File: src/rtl/core/stpd_pkg.sv
// shared constants, types and elaboration-time coefficient rom for the true-peak detector
package stpd_pkg;

  localparam int OVERSAMPLE     = 4;
  localparam int TAPS_PER_PHASE = 12;
  localparam int COEF_BITS      = 18;

  localparam int FULL_TAPS = OVERSAMPLE * TAPS_PER_PHASE;
  localparam int COEF_FRAC = COEF_BITS - 2;
  localparam int SAMPLE_W  = 24;
  localparam int PEAK_W    = 25;
  localparam int PROD_W    = SAMPLE_W + COEF_BITS;
  localparam int ACC_W     = PROD_W + $clog2(TAPS_PER_PHASE);
  localparam int TP_W      = $clog2(TAPS_PER_PHASE);
  localparam int ADDR_W    = $clog2(FULL_TAPS);

  localparam logic [PEAK_W-1:0] PEAK_MAX = {PEAK_W{1'b1}};

  localparam longint Q30_ONE    = 64'd1073741824;
  localparam logic [63:0] PI_Q30 = 64'd3373259426;
  localparam logic [63:0] PI_Q28 = 64'd843314857;
  localparam longint WIN_A0     = 64'd450971566;
  localparam longint WIN_A1     = 64'd536870912;
  localparam longint WIN_A2     = 64'd85899346;
  localparam logic [63:0] NORM_FLOOR = 64'd10;

  typedef enum logic [1:0] {
    ST_IDLE,
    ST_RUN,
    ST_DRAIN
  } stpd_state_e;

  typedef struct packed {
    logic load;
    logic step;
    logic finish;
  } stpd_cmd_t;

  typedef struct packed {
    logic last_issue;
    logic pipe_busy;
  } stpd_status_t;

  // shift-subtract division, only evaluated while building the rom
  function automatic logic [63:0] udiv(input logic [63:0] n, input logic [63:0] d);
    logic [63:0] q;
    logic [64:0] r;
    q = '0;
    r = '0;
    for (int i = 63; i >= 0; i--) begin
      r = {r[63:0], n[i]};
      if (r >= {1'b0, d}) begin
        r    = r - {1'b0, d};
        q[i] = 1'b1;
      end
    end
    return q;
  endfunction

  function automatic logic [63:0] mag(input longint v);
    return (v < 0) ? 64'(-v) : 64'(v);
  endfunction

  // sin(pi*a/q) in q30, taylor series to theta^15
  function automatic longint sin_pi(input logic [63:0] a, input logic [63:0] q);
    logic [63:0] r;
    logic [63:0] theta;
    logic [63:0] t;
    longint      s;
    logic        neg;
    r   = a - udiv(a, 2 * q) * (2 * q);
    neg = 1'b0;
    if (r >= q) begin
      neg = 1'b1;
      r   = r - q;
    end
    if (2 * r > q) r = q - r;
    theta = udiv(PI_Q30 * r, q);
    t     = theta;
    s     = longint'(theta);
    for (int k = 1; k <= 7; k++) begin
      t = (t * theta) >> 30;
      t = (t * theta) >> 30;
      t = udiv(t, 64'((2 * k) * (2 * k + 1)));
      if (k[0]) s = s - longint'(t);
      else s = s + longint'(t);
    end
    return neg ? -s : s;
  endfunction

  function automatic longint mul_q30(input longint a, input longint b);
    logic [63:0] m;
    logic        neg;
    m   = (mag(a) * mag(b)) >> 30;
    neg = (a < 0) != (b < 0);
    return neg ? -longint'(m) : longint'(m);
  endfunction

  function automatic longint sinc_q30(input longint p, input logic [63:0] q);
    logic [63:0] a;
    logic [63:0] num;
    logic [63:0] v;
    longint      s;
    if (p == 0) return Q30_ONE;
    a   = mag(p);
    s   = sin_pi(a, q);
    num = (mag(s) * q) << 28;
    v   = udiv(num, PI_Q28 * a);
    return (s < 0) ? -longint'(v) : longint'(v);
  endfunction

  // blackman-windowed sinc split into phases, unity gain per phase
  // entry ph*TAPS_PER_PHASE+tp sits at bits [entry*COEF_BITS +: COEF_BITS]
  function automatic logic [FULL_TAPS*COEF_BITS-1:0] build_coef_rom();
    logic [FULL_TAPS*COEF_BITS-1:0] rom;
    longint      raw [TAPS_PER_PHASE];
    longint      sum;
    longint      s;
    longint      c1;
    longint      c2;
    longint      w;
    longint      c;
    logic [63:0] m;
    logic [63:0] n;
    logic [63:0] smag;
    logic [63:0] cm;
    logic [63:0] cmax;
    logic        neg;
    rom  = '0;
    m    = 64'(FULL_TAPS - 1);
    cmax = (64'd1 << (COEF_BITS - 1)) - 64'd1;
    for (int ph = 0; ph < OVERSAMPLE; ph++) begin
      sum = 0;
      for (int tp = 0; tp < TAPS_PER_PHASE; tp++) begin
        n       = 64'(tp * OVERSAMPLE + ph);
        s       = sinc_q30(longint'(2 * n) - longint'(m), 64'(2 * OVERSAMPLE));
        c1      = sin_pi(4 * n + m, 2 * m);
        c2      = sin_pi(8 * n + m, 2 * m);
        w       = WIN_A0 - mul_q30(WIN_A1, c1) + mul_q30(WIN_A2, c2);
        raw[tp] = mul_q30(s, w);
        sum     = sum + raw[tp];
      end
      smag = mag(sum);
      for (int tp = 0; tp < TAPS_PER_PHASE; tp++) begin
        if (smag > NORM_FLOOR) begin
          cm  = udiv((mag(raw[tp]) << COEF_FRAC) + (smag >> 1), smag);
          neg = (raw[tp] < 0) != (sum < 0);
        end else begin
          cm  = (mag(raw[tp]) + (64'd1 << (29 - COEF_FRAC))) >> (30 - COEF_FRAC);
          neg = raw[tp] < 0;
        end
        if (neg) begin
          if (cm > cmax + 64'd1) cm = cmax + 64'd1;
          c = -longint'(cm);
        end else begin
          if (cm > cmax) cm = cmax;
          c = longint'(cm);
        end
        rom[(ph * TAPS_PER_PHASE + tp) * COEF_BITS +: COEF_BITS] = COEF_BITS'(c);
      end
    end
    return rom;
  endfunction

endpackage

File: src/rtl/core/stpd_ctrl.sv
// sequencing state machine and output valid for the true-peak detector
module stpd_ctrl (
  input  logic                  clk_i,
  input  logic                  rst_ni,
  input  logic                  in_valid_i,
  output logic                  in_stall_o,
  output logic                  out_valid_o,
  input  logic                  out_stall_i,
  input  stpd_pkg::stpd_status_t status_i,
  output stpd_pkg::stpd_cmd_t    cmd_o
);
  import stpd_pkg::*;

  stpd_state_e state_q, state_d;
  logic        out_valid_q, out_valid_d;

  always_ff @(posedge clk_i or negedge rst_ni) begin
    if (!rst_ni) begin
      state_q     <= ST_IDLE;
      out_valid_q <= 1'b0;
    end else begin
      state_q     <= state_d;
      out_valid_q <= out_valid_d;
    end
  end

  always_comb begin
    state_d = state_q;
    cmd_o   = '0;
    case (state_q)
      ST_IDLE: begin
        if (in_valid_i) begin
          cmd_o.load = 1'b1;
          state_d    = ST_RUN;
        end
      end
      ST_RUN: begin
        cmd_o.step = 1'b1;
        if (status_i.last_issue) state_d = ST_DRAIN;
      end
      ST_DRAIN: begin
        // wait for the mac pipe and a free output register
        if (!status_i.pipe_busy && (!out_valid_q || !out_stall_i)) begin
          cmd_o.finish = 1'b1;
          state_d      = ST_IDLE;
        end
      end
      default: state_d = ST_IDLE;
    endcase
  end

  always_comb begin
    out_valid_d = out_valid_q;
    if (cmd_o.finish) out_valid_d = 1'b1;
    else if (out_valid_q && !out_stall_i) out_valid_d = 1'b0;
  end

  assign in_stall_o  = (state_q != ST_IDLE);
  assign out_valid_o = out_valid_q;

endmodule

File: src/rtl/core/stpd_datapath.sv
// sample histories, polyphase multiply-accumulate pipe and peak tracking
module stpd_datapath (
  input  logic                                  clk_i,
  input  logic                                  rst_ni,
  input  stpd_pkg::stpd_cmd_t                   cmd_i,
  output stpd_pkg::stpd_status_t                status_o,
  input  logic signed [stpd_pkg::SAMPLE_W-1:0]  left_sample_i,
  input  logic signed [stpd_pkg::SAMPLE_W-1:0]  right_sample_i,
  output logic        [stpd_pkg::PEAK_W-1:0]    true_peak_o
);
  import stpd_pkg::*;

  localparam logic [FULL_TAPS*COEF_BITS-1:0] COEF_ROM = build_coef_rom();
  localparam logic [TP_W-1:0]   TP_LAST   = TP_W'(TAPS_PER_PHASE - 1);
  localparam logic [ADDR_W-1:0] ADDR_LAST = ADDR_W'(FULL_TAPS - 1);

  logic signed [SAMPLE_W-1:0] hist_l_q [TAPS_PER_PHASE];
  logic signed [SAMPLE_W-1:0] hist_r_q [TAPS_PER_PHASE];

  logic [TP_W-1:0]   wp_q, wp_d;
  logic [TP_W-1:0]   rd_idx_q, rd_idx_d;
  logic [TP_W-1:0]   tp_q, tp_d;
  logic [ADDR_W-1:0] addr_q, addr_d;

  logic                     prod_vld_q, first_p_q, last_p_q;
  logic signed [PROD_W-1:0] prod_l_q, prod_r_q;
  logic                     acc_vld_q;
  logic signed [ACC_W-1:0]  acc_l_q, acc_r_q;
  logic [PEAK_W-1:0]        peak_q, peak_d;
  logic [PEAK_W-1:0]        true_peak_q;

  logic signed [COEF_BITS-1:0] coef;
  logic [PEAK_W-1:0]           mag_l, mag_r, pk_l, pk_r;

  // magnitude rounded half up from q(23+frac) to q23, saturated
  function automatic logic [PEAK_W-1:0] to_peak(input logic signed [ACC_W-1:0] acc);
    logic [ACC_W-1:0] m;
    logic [ACC_W:0]   rnd;
    m   = acc[ACC_W-1] ? ACC_W'(-acc) : ACC_W'(acc);
    rnd = ({1'b0, m} + ((ACC_W + 1)'(1) << (COEF_FRAC - 1))) >> COEF_FRAC;
    return (rnd > (ACC_W + 1)'(PEAK_MAX)) ? PEAK_MAX : rnd[PEAK_W-1:0];
  endfunction

  assign coef  = COEF_ROM[addr_q * COEF_BITS +: COEF_BITS];
  assign mag_l = left_sample_i[SAMPLE_W-1] ? PEAK_W'(-PEAK_W'(left_sample_i))
                                           : PEAK_W'(left_sample_i);
  assign mag_r = right_sample_i[SAMPLE_W-1] ? PEAK_W'(-PEAK_W'(right_sample_i))
                                            : PEAK_W'(right_sample_i);
  assign pk_l  = to_peak(acc_l_q);
  assign pk_r  = to_peak(acc_r_q);

  always_ff @(posedge clk_i or negedge rst_ni) begin
    if (!rst_ni) begin
      for (int i = 0; i < TAPS_PER_PHASE; i++) begin
        hist_l_q[i] <= '0;
        hist_r_q[i] <= '0;
      end
    end else if (cmd_i.load) begin
      hist_l_q[wp_q] <= left_sample_i;
      hist_r_q[wp_q] <= right_sample_i;
    end
  end

  // tap walk: newest sample first, coefficient address runs phase by phase
  always_comb begin
    wp_d     = wp_q;
    rd_idx_d = rd_idx_q;
    tp_d     = tp_q;
    addr_d   = addr_q;
    if (cmd_i.load) begin
      rd_idx_d = wp_q;
      tp_d     = '0;
      addr_d   = '0;
    end else if (cmd_i.step) begin
      addr_d = addr_q + ADDR_W'(1);
      if (tp_q == TP_LAST) begin
        tp_d     = '0;
        rd_idx_d = wp_q;
      end else begin
        tp_d     = tp_q + TP_W'(1);
        rd_idx_d = (rd_idx_q == '0) ? TP_LAST : rd_idx_q - TP_W'(1);
      end
    end
    if (cmd_i.finish) wp_d = (wp_q == TP_LAST) ? '0 : wp_q + TP_W'(1);
  end

  always_ff @(posedge clk_i or negedge rst_ni) begin
    if (!rst_ni) begin
      wp_q       <= '0;
      rd_idx_q   <= '0;
      tp_q       <= '0;
      addr_q     <= '0;
      prod_vld_q <= 1'b0;
      acc_vld_q  <= 1'b0;
    end else begin
      wp_q       <= wp_d;
      rd_idx_q   <= rd_idx_d;
      tp_q       <= tp_d;
      addr_q     <= addr_d;
      prod_vld_q <= cmd_i.step;
      acc_vld_q  <= prod_vld_q && last_p_q;
    end
  end

  always_ff @(posedge clk_i) begin
    if (cmd_i.step) begin
      prod_l_q  <= hist_l_q[rd_idx_q] * coef;
      prod_r_q  <= hist_r_q[rd_idx_q] * coef;
      first_p_q <= (tp_q == '0);
      last_p_q  <= (tp_q == TP_LAST);
    end
    if (prod_vld_q) begin
      acc_l_q <= (first_p_q ? '0 : acc_l_q) + ACC_W'(prod_l_q);
      acc_r_q <= (first_p_q ? '0 : acc_r_q) + ACC_W'(prod_r_q);
    end
    peak_q <= peak_d;
    if (cmd_i.finish) true_peak_q <= peak_q;
  end

  always_comb begin
    peak_d = peak_q;
    if (cmd_i.load) begin
      peak_d = (mag_r > mag_l) ? mag_r : mag_l;
    end else if (acc_vld_q) begin
      if (pk_l > peak_d) peak_d = pk_l;
      if (pk_r > peak_d) peak_d = pk_r;
    end
  end

  assign status_o.last_issue = cmd_i.step && (addr_q == ADDR_LAST);
  assign status_o.pipe_busy  = prod_vld_q || acc_vld_q;
  assign true_peak_o         = true_peak_q;

endmodule

File: src/rtl/core/stereo_true_peak_detector_core.sv
// top level of the stereo true-peak detector
// Each stereo pair is written into a 12-deep history per channel, then all four
// polyphase branches of a 48-tap blackman-windowed sinc interpolator are run over
// both histories, one tap of both channels per cycle through a pair of 24x18
// multipliers. The result is the largest of the two input magnitudes and the
// eight interpolated magnitudes, saturated to 25 bits unsigned Q2.23. Each item
// is accepted, run through the multiply-accumulate steps of all 48 taps, and
// then the multiply and round/compare stages are emptied and the output
// register is loaded; the result shows on true_peak_o the cycle after. No new
// item is taken until the output register is loaded. A result that waits in the
// output register does not hold off the next transaction on the input side, only
// the loading of the following result. Histories are zero after reset.
module stereo_true_peak_detector_core (
  input  logic                                 clk_i,
  input  logic                                 rst_ni,
  input  logic                                 in_valid_i,
  output logic                                 in_stall_o,
  input  logic signed [stpd_pkg::SAMPLE_W-1:0] left_sample_i,
  input  logic signed [stpd_pkg::SAMPLE_W-1:0] right_sample_i,
  output logic                                 out_valid_o,
  input  logic                                 out_stall_i,
  output logic        [stpd_pkg::PEAK_W-1:0]   true_peak_o
);
  import stpd_pkg::*;

  stpd_cmd_t    cmd;
  stpd_status_t status;

  stpd_ctrl u_ctrl (
    .clk_i       (clk_i),
    .rst_ni      (rst_ni),
    .in_valid_i  (in_valid_i),
    .in_stall_o  (in_stall_o),
    .out_valid_o (out_valid_o),
    .out_stall_i (out_stall_i),
    .status_i    (status),
    .cmd_o       (cmd)
  );

  stpd_datapath u_datapath (
    .clk_i          (clk_i),
    .rst_ni         (rst_ni),
    .cmd_i          (cmd),
    .status_o       (status),
    .left_sample_i  (left_sample_i),
    .right_sample_i (right_sample_i),
    .true_peak_o    (true_peak_o)
  );

endmodule

File: config.mk
export PLATFORM = sky130hd
export DESIGN_NAME = stereo_true_peak_detector_core
export DESIGN_NICKNAME = d
export VERILOG_FILES = /design/src/rtl/core/stpd_pkg.sv /design/src/rtl/core/stpd_ctrl.sv /design/src/rtl/core/stpd_datapath.sv /design/src/rtl/core/stereo_true_peak_detector_core.sv
export SDC_FILE = /design/constraint.sdc
export NUM_CORES = 2
export LEC_CHECK = 0
export BUFFER_PORTS_ARGS = -buffer_cell sky130_fd_sc_hd__buf_2
export CAP_MARGIN = 0
export CORE_MARGIN = 8
export CORE_UTILIZATION = 50
export CTS_CLUSTER_SIZE = 24
export DETAILED_ROUTE_END_ITERATION = 8
export PLACE_DENSITY = 0.72
export SLEW_MARGIN = 0
export SYNTH_ARGS = -nofsm -noshare
export SYNTH_HDL_FRONTEND = slang
export SYNTH_SLANG_ARGS = --single-unit
File: constraint.sdc
create_clock -name clk_i -period 24.2 [get_ports clk_i]
set_clock_uncertainty 0.05 [all_clocks]
set_input_delay 2.42 -clock clk_i [delete_from_list [all_inputs] [get_ports clk_i]]
set_output_delay 2.42 -clock clk_i [all_outputs]
set_load 0.01 [all_outputs]
-- After elaboration in Yosys (flattened, before gate mapping)
Index checks and enable logic that the tools add are counted.
- bits in registers: 827
- output and inout bits: 27
- logic and storage cells: 138
- bits of input ports: 52
- bitwise operators: 2
- multipliers: 3
- shift-type cells: 1
- equal/unequal tests: 8
- reductions and logical operators: 18
- magnitude comparators: 8
- muxes and demuxes: 46
- add/subtract/negate cells: 12
- operators by type and width (operator ; count):
    indexed part select 864 x 12 -> 18 bit, first input constant ; 1
    bitwise mux 288 bit ; 2
    2-to-1 mux 25 bit ; 11
    binary-select mux 24 bit (select 4 bit) ; 2
    2-to-1 mux 46 bit ; 4
    2-to-1 mux 24 bit ; 5
    demux 24 bit (select 4 bit) ; 1
    adder 46 x 16 -> 47 bit, second input constant ; 2
    adder 46 bit ; 2
    negator 46 bit ; 2
    multiplier 24 x 18 -> 42 bit ; 2
    > comparator 25 bit ; 3
    > comparator 31 x 25 -> 1 bit, second input constant ; 2
    negator 24 -> 25 bit ; 2
    2-to-1 mux 4 bit ; 8
    2-to-1 mux 6 bit ; 2
    greater-or-equal comparator 5 bit, second input constant ; 2
    multiplier 6 x 4 -> 10 bit, second input constant ; 1
    inverter 4 -> 5 bit ; 2
    adder 4 x 1 -> 4 bit, second input constant ; 2
    == test 4 bit, second input constant ; 2
    logical NOT 4 bit ; 2
    nonzero test 2 bit ; 4
    2-to-1 mux 1 bit ; 7
    15 further kinds ; 25

-- Longest topological paths before layout
- word-level depth: 13
- gate-level depth with buffers: 46
- mapped depth without buffers: 38

-- Hierarchy
From an unflattened synthesis, not the netlist that was laid out.
- cell total of the unflattened synthesis: 7413
- area, all modules: 77523.1 µm²
- modules (own cells, without submodules) (module ; seq. area each (µm²) ; times used ; cells an instance ; area an instance (µm²)):
    stpd_datapath ; 21760.9 ; 1 ; 7394 ; 77346.7
    stpd_ctrl ; 75.1 ; 1 ; 19 ; 176.4

-- Worst setup path after synthesis
No wires, ideal clock.
- kind: register to register
- start: register u_datapath.acc_l_q[45]
- end: register u_datapath.peak_q[0], data pin
- setup slack: 14.366 ns
- data arrival time: 9.522 ns
- required time: 23.887 ns
- clock period less this slack: 9.834 ns
- cell stages (with the launch flop): 45
- library setup time: 0.263 ns
- buffers on the path: 9
- cell sequence: edfxtp_1 clkbuf_1 clkbuf_1 clkbuf_1 clkbuf_1 clkbuf_1 o21ai_0 xnor2_1 ha_1 nand3_1 nor4_1 a211oi_1 a2111oi_0 nand3_1 or4bb_1 a21oi_1 o21a_1 buf_4 [9 not listed] o21a_1 o31ai_1 clkbuf_1 clkbuf_1 nand2_1 o21ai_0 ha_1 nor2b_1 o21a_1 o21a_1 o21a_1 o21a_1 o21ai_0 o211ai_1 a221oi_1 nor2_1 or4_1 o2bb2ai_1
- cells in the longest elaborated chain, start to end: 13
- RTL lines (element ; line ; source):
    start: declaration ; stpd_datapath.sv:28 ; logic signed [ACC_W-1:0] acc_l_q, acc_r_q;
    start signal: assignment ; stpd_datapath.sv:113 ; acc_l_q <= (first_p_q ? '0 : acc_l_q) + ACC_W'(prod_l_q);
    negator 46 bit ; stpd_datapath.sv:39 ; m = acc[ACC_W-1] ? ACC_W'(-acc) : ACC_W'(acc);
    2-to-1 mux 46 bit * ; stpd_datapath.sv:39 ;
    adder 46 x 16 -> 47 bit * ; stpd_datapath.sv:40 ; rnd = ({1'b0, m} + ((ACC_W + 1)'(1) << (COEF_FRAC - 1))) >> COEF_FRAC;
    > comparator 31 x 25 -> 1 bit ; stpd_datapath.sv:41 ; return (rnd > (ACC_W + 1)'(PEAK_MAX)) ? PEAK_MAX : rnd[PEAK_W-1:0];
    2-to-1 mux 25 bit * ; stpd_datapath.sv:41 ;
    > comparator 25 bit ; stpd_datapath.sv:125 ; if (pk_l > peak_d) peak_d = pk_l;
    2-to-1 mux 25 bit * ; stpd_datapath.sv:125 ;
    2-to-1 mux 25 bit * ; stpd_datapath.sv:124 ; end else if (acc_vld_q) begin
    2-to-1 mux 25 bit * ; stpd_datapath.sv:122 ; if (cmd_i.load) begin
    > comparator 25 bit ; stpd_datapath.sv:126 ; if (pk_r > peak_d) peak_d = pk_r;
    2-to-1 mux 25 bit * ; stpd_datapath.sv:126 ;
    2-to-1 mux 25 bit * ; stpd_datapath.sv:124 ;
    2-to-1 mux 25 bit * ; stpd_datapath.sv:122 ;
    named net u_datapath.peak_d[0] ; stpd_datapath.sv:29 ; logic [PEAK_W-1:0] peak_q, peak_d;
    end signal: assignment ; stpd_datapath.sv:116 ; peak_q <= peak_d;
    end: declaration ; stpd_datapath.sv:29 ;
The timed path passes the listed nets; every way through them passes the cells marked *. The select of a mux whose other input is x is not followed.
A chain may end at the register's enable or synchronous reset.

-- Final worst setup path
- start: register u_datapath.acc_l_q[14]
- end: register u_datapath.peak_q[2], data pin
Same word-level chain as after synthesis.

==> results.txt <==
----------------------------------------------------
[Outcome]
  Outcome ... completed

[Die]
  Boundary Pins ... 79
  Die Y-Extent ... 410 um
  Die X ... 410 um
  Core box area ... 0.154 mm2
  Starting utilization of the core area ... 50.4%
  Cell Rows ... 144
  Die footprint ... 0.168 mm2

[Placed design]
  HPWL after detailed placement ... 155 mm
  Quantity of I/O buffers inserted on ports ... 78
  Placement Setup Slack ... 13.36 ns
  Final weighted congestion in routability-driven placement ... 0.931
  Post-Place Cell Area ... 0.0803 mm2

[Critical path]
  Crit path launch type ... flop
  Endpoint of the lowest-slack register-to-register path ... u_datapath.peak_q[2]$_DFFE_PP_
  Arr. time, crit path ... 11.34 ns
  Beginning of the worst register-to-register path ... u_datapath.acc_l_q[14]$_DFFE_PP_
  Capturing element type of the critical path ... flop
  Data required, critical path ... 24.61 ns
  Gate family responsible for the most delay along the worst path ... compound AO/OA/AOI/OAI gates
  Critical path class ... flop to flop
  Max stage delay cell, worst path ... sky130_fd_sc_hd__a21oi_1
  Worst-case register-to-register setup slack ... 13.27 ns
  Most used cell along the critical path ... sky130_fd_sc_hd__o21a_1
  Delay of the slowest cell on the worst path ... 0.97 ns
  Number of cells on the worst reg-to-reg path ... 40
  Crit-path max FO ... 48
  Crit path buffers/inverters ... 3

[Yosys]
  Sequential fraction of the synthesis area ... 28.1%
  Total number of yosys warnings ... 0
  Syn avg cell area ... 10.4 um2
  Top flip-flop cell by instance count after synthesis ... sky130_fd_sc_hd__dfrtp_1
  Unique masters post-synth ... 92
  Net Count, Synth ... 8805
  Cells after Synth ... 7501
  Number of enable-type register cells in the synthesized netlist ... 228
  #FFs+latches synth ... 827
  Area of the mapped netlist ... 0.0777 mm2
  Fraction of registers with async set/reset ... 72.4%

[Pwr]
  Combinational group share of total power ... 3.4%
  Worst ir drop on vdd ... 51.7 uV
  Sequential Power Share ... 49.4%
  Fraction of power spent switching nets ... 23.7%
  PD cells ... 34.7 mW/mm2
  Cell-internal power ... 2.21 mW
  Standby leakage power ... 38.2 nW
  Clock share of power ... 47.1%
  Power spent charging and discharging nets ... 0.685 mW

[Drt]
  DR vias ... 56000
  DRC violations left ... 0
  Router iterations before antenna repair ... 6
  Number of design-rule violations left by the first detailed-router iteration ... 5257
  Total routed wirelength ... 209 mm
  DRT antenna net count ... 0
  Routed via count divided by cell count ... 5.90
  Wire length per cell ... 22.1 um

[Hold path]
  Hold_sp ... u_datapath.peak_q[9]$_DFFE_PP_
  Endpoint of the worst hold path ... u_datapath.true_peak_o[9]$_DFFE_PP_
  Number of cells on the worst hold path ... 0
  Kind of path behind the tightest hold check ... flop to flop

[STA]
  Hold Vio Cnt, Final ... 0
  RSZ-0062 raised after global routing ... false
  Worst hold margin ... 0.402 ns
  Tightest slew margin relative to the limit ... 16.5%
  Least-Margin Pin Slew ... 1.25 ns
  Final setup violation count ... 0
  Period utilisation layout ... 45.2%
  Setup tns final ... 0 ns
  Maximum operating frequency ... 91.5 MHz
  Smallest setup slack after layout ... 13.27 ns
  Clock period minus worst slack ... 10.93 ns
  Max-slew violations ... 0

[Finish]
  Cell area after layout ... 0.0832 mm2
  Final-layout fill cell count ... 13300
  Layout cells sized above 1 ... 14.7%
  Layout area overhead ... 7.04%
  Final net count ... 8664

[Clock tree]
  Buffer cell driving the clock tree root ... sky130_fd_sc_hd__clkbuf_16
  Cts bufs inserted ... 90
  Number of buffers inserted by post-CTS setup repair ... 0
  CTS tree ... done
  Clock Sink Count ... 827
  Clock-pin slew of the registers on the worst-case setup and hold paths ... 0.06 ns
  Hold buffer count at cts ... 0
  Total number of H-tree levels ... 3
  Maximum number of buffers from clock root to sink ... 3
  Worst-Skew Late Latency ... 0.73 ns
  Count of cells resized by post-cts repair ... 0

[Global routing]
  Maximum number of pins on one net before global-route repair ... 133
  Wire length of the first global-routing pass ... 334 mm
  Antenna violations before repair ... 2
  Total grt overflow ... 0
  GRT Overall Usage ... 24.9%
  Number of global-route vias before repair ... 58800

[Run]
  Count of max-cap constraint violations ... 0

----------------------------------------------------
-- cell families after synthesis --
group                    after synthesis  synth area share (%)
other                                  2               0.00966
AO/OA/AOI/OAI                       1032                  8.90
multiplexers                         727                  12.5
buffers and inverters               1385                  6.77
adder cells (fa/ha/maj)             1252                  28.4
AND/OR/NAND/NOR                     1999                  12.2
XOR/XNOR                             277                  3.12
flip-flops                           827                  28.1
-- cells in the final DEF, fill, tap and decap left out, drive strengths merged, types with 40 or more instances in the layout --
cell type	synthesis	routed
o21a	41	41
a211oi	40	40
nand2b	98	98
edfxtp	228	228
a21oi	222	222
clkbuf	377	133
nand3	74	74
nor3	75	75
xnor2	203	203
dfrtp	599	599
mux2i	62	62
o2bb2ai	46	46
buf	51	195
mux2	522	522
xor2	74	74
nand4	72	72
nand2	892	892
and2	178	178
mux4	143	143
nor2	300	300
nor2b	157	157
a21o	115	115
ha	398	398
fa	854	854
o21ai	245	245
inv	954	963
-- final cells by class --
cell class                 count  area [um2]  area share (%)
sequential                   827       21900            26.3
clock inverter                33         357           0.429
tap                         2044        2560            3.07
inverter                     957        3590            4.32
multi-input combinational   5289       51000            61.3
clock buffer                 133        2550            3.07
timing repair buffer         195        1280            1.54
antenna                        5        12.5          0.0150
-- registers in the layout, indices dropped and copies added (netlist names) --
signal and cells:
u_datapath.first_p_q 1, u_datapath.rd_idx_q 4, u_datapath.true_peak_o 25, u_datapath.acc_vld_q 1, u_datapath.prod_l_q 42, u_ctrl.out_valid_o 1, u_datapath.prod_r_q 42, u_datapath.hist_r_q 288
u_datapath.acc_r_q 46, u_ctrl.state_q 2, u_datapath.peak_q 25, u_datapath.hist_l_q 288, u_datapath.prod_vld_q 1, u_datapath.wp_q 4, u_datapath.tp_q 4, u_datapath.addr_q 6
u_datapath.last_p_q 1, u_datapath.acc_l_q 46
-- how the worst max path moves through the flow --
stage	depth (start not counted)	end	start	slack (ns)
global route	40	u_datapath.peak_q[1]$_DFFE_PP_	u_datapath.acc_l_q[14]$_DFFE_PP_	12.34
detailed placement	40	u_datapath.peak_q[2]$_DFFE_PP_	u_datapath.acc_l_q[14]$_DFFE_PP_	13.36
CTS	40	u_datapath.peak_q[2]$_DFFE_PP_	u_datapath.acc_l_q[14]$_DFFE_PP_	13.37
floorplan	44	u_datapath.peak_q[0]$_DFFE_PP_	u_datapath.acc_l_q[45]$_DFFE_PP_	14.37
finish	40	u_datapath.peak_q[2]$_DFFE_PP_	u_datapath.acc_l_q[14]$_DFFE_PP_	13.27
global placement	40	u_datapath.peak_q[1]$_DFFE_PP_	u_datapath.acc_l_q[14]$_DFFE_PP_	13.38
-- per-stage QoR --
step	std cells	util, %	total power [mW]
2_1_floorplan	7501	-	1.50
3_3_place_gp	9312	52.0	1.55
3_5_place_dp	9312	52.0	1.55
4_1_cts	9478	53.9	2.91
5_1_grt	9478	53.9	2.97
6_report	9483	53.9	2.89
-- routing by layer --
metal  track usage [%]  vias up  part of all wire (%)
met3              4.45      408                   7.8
met4              8.80        0                   3.8
met1              33.6    28700                    42
met5                 0        -                     0
li1                  -    24800                     -
met2              40.6     2100                    47
-- synthesized netlist by cell type (all sizes together) (178+ instances only) --
cell,instances,area share [%]
nor2,300,1.4
mux2,522,7.6
clkbuf,377,1.8
and2,178,1.4
dfrtp,599,19
fa,854,22
edfxtp,228,8.8
o21ai,245,1.6
nand2,892,4.3
inv,954,4.6
a21oi,222,1.4
xnor2,203,2.3
ha,398,6.4
-- power groups by stage --
| stage | registers [mW] | clock network, mW | logic [mW] |
|---|---|---|---|
| detailed placement | 1.46 | 0 | 0.0983 |
| global placement | 1.46 | 0 | 0.0949 |
| finish | 1.43 | 1.36 | 0.0996 |
| CTS | 1.43 | 1.38 | 0.0987 |
| floorplan | 1.46 | 0 | 0.0444 |
| global route | 1.43 | 1.43 | 0.109 |
Power figures use the tool's default switching activity.
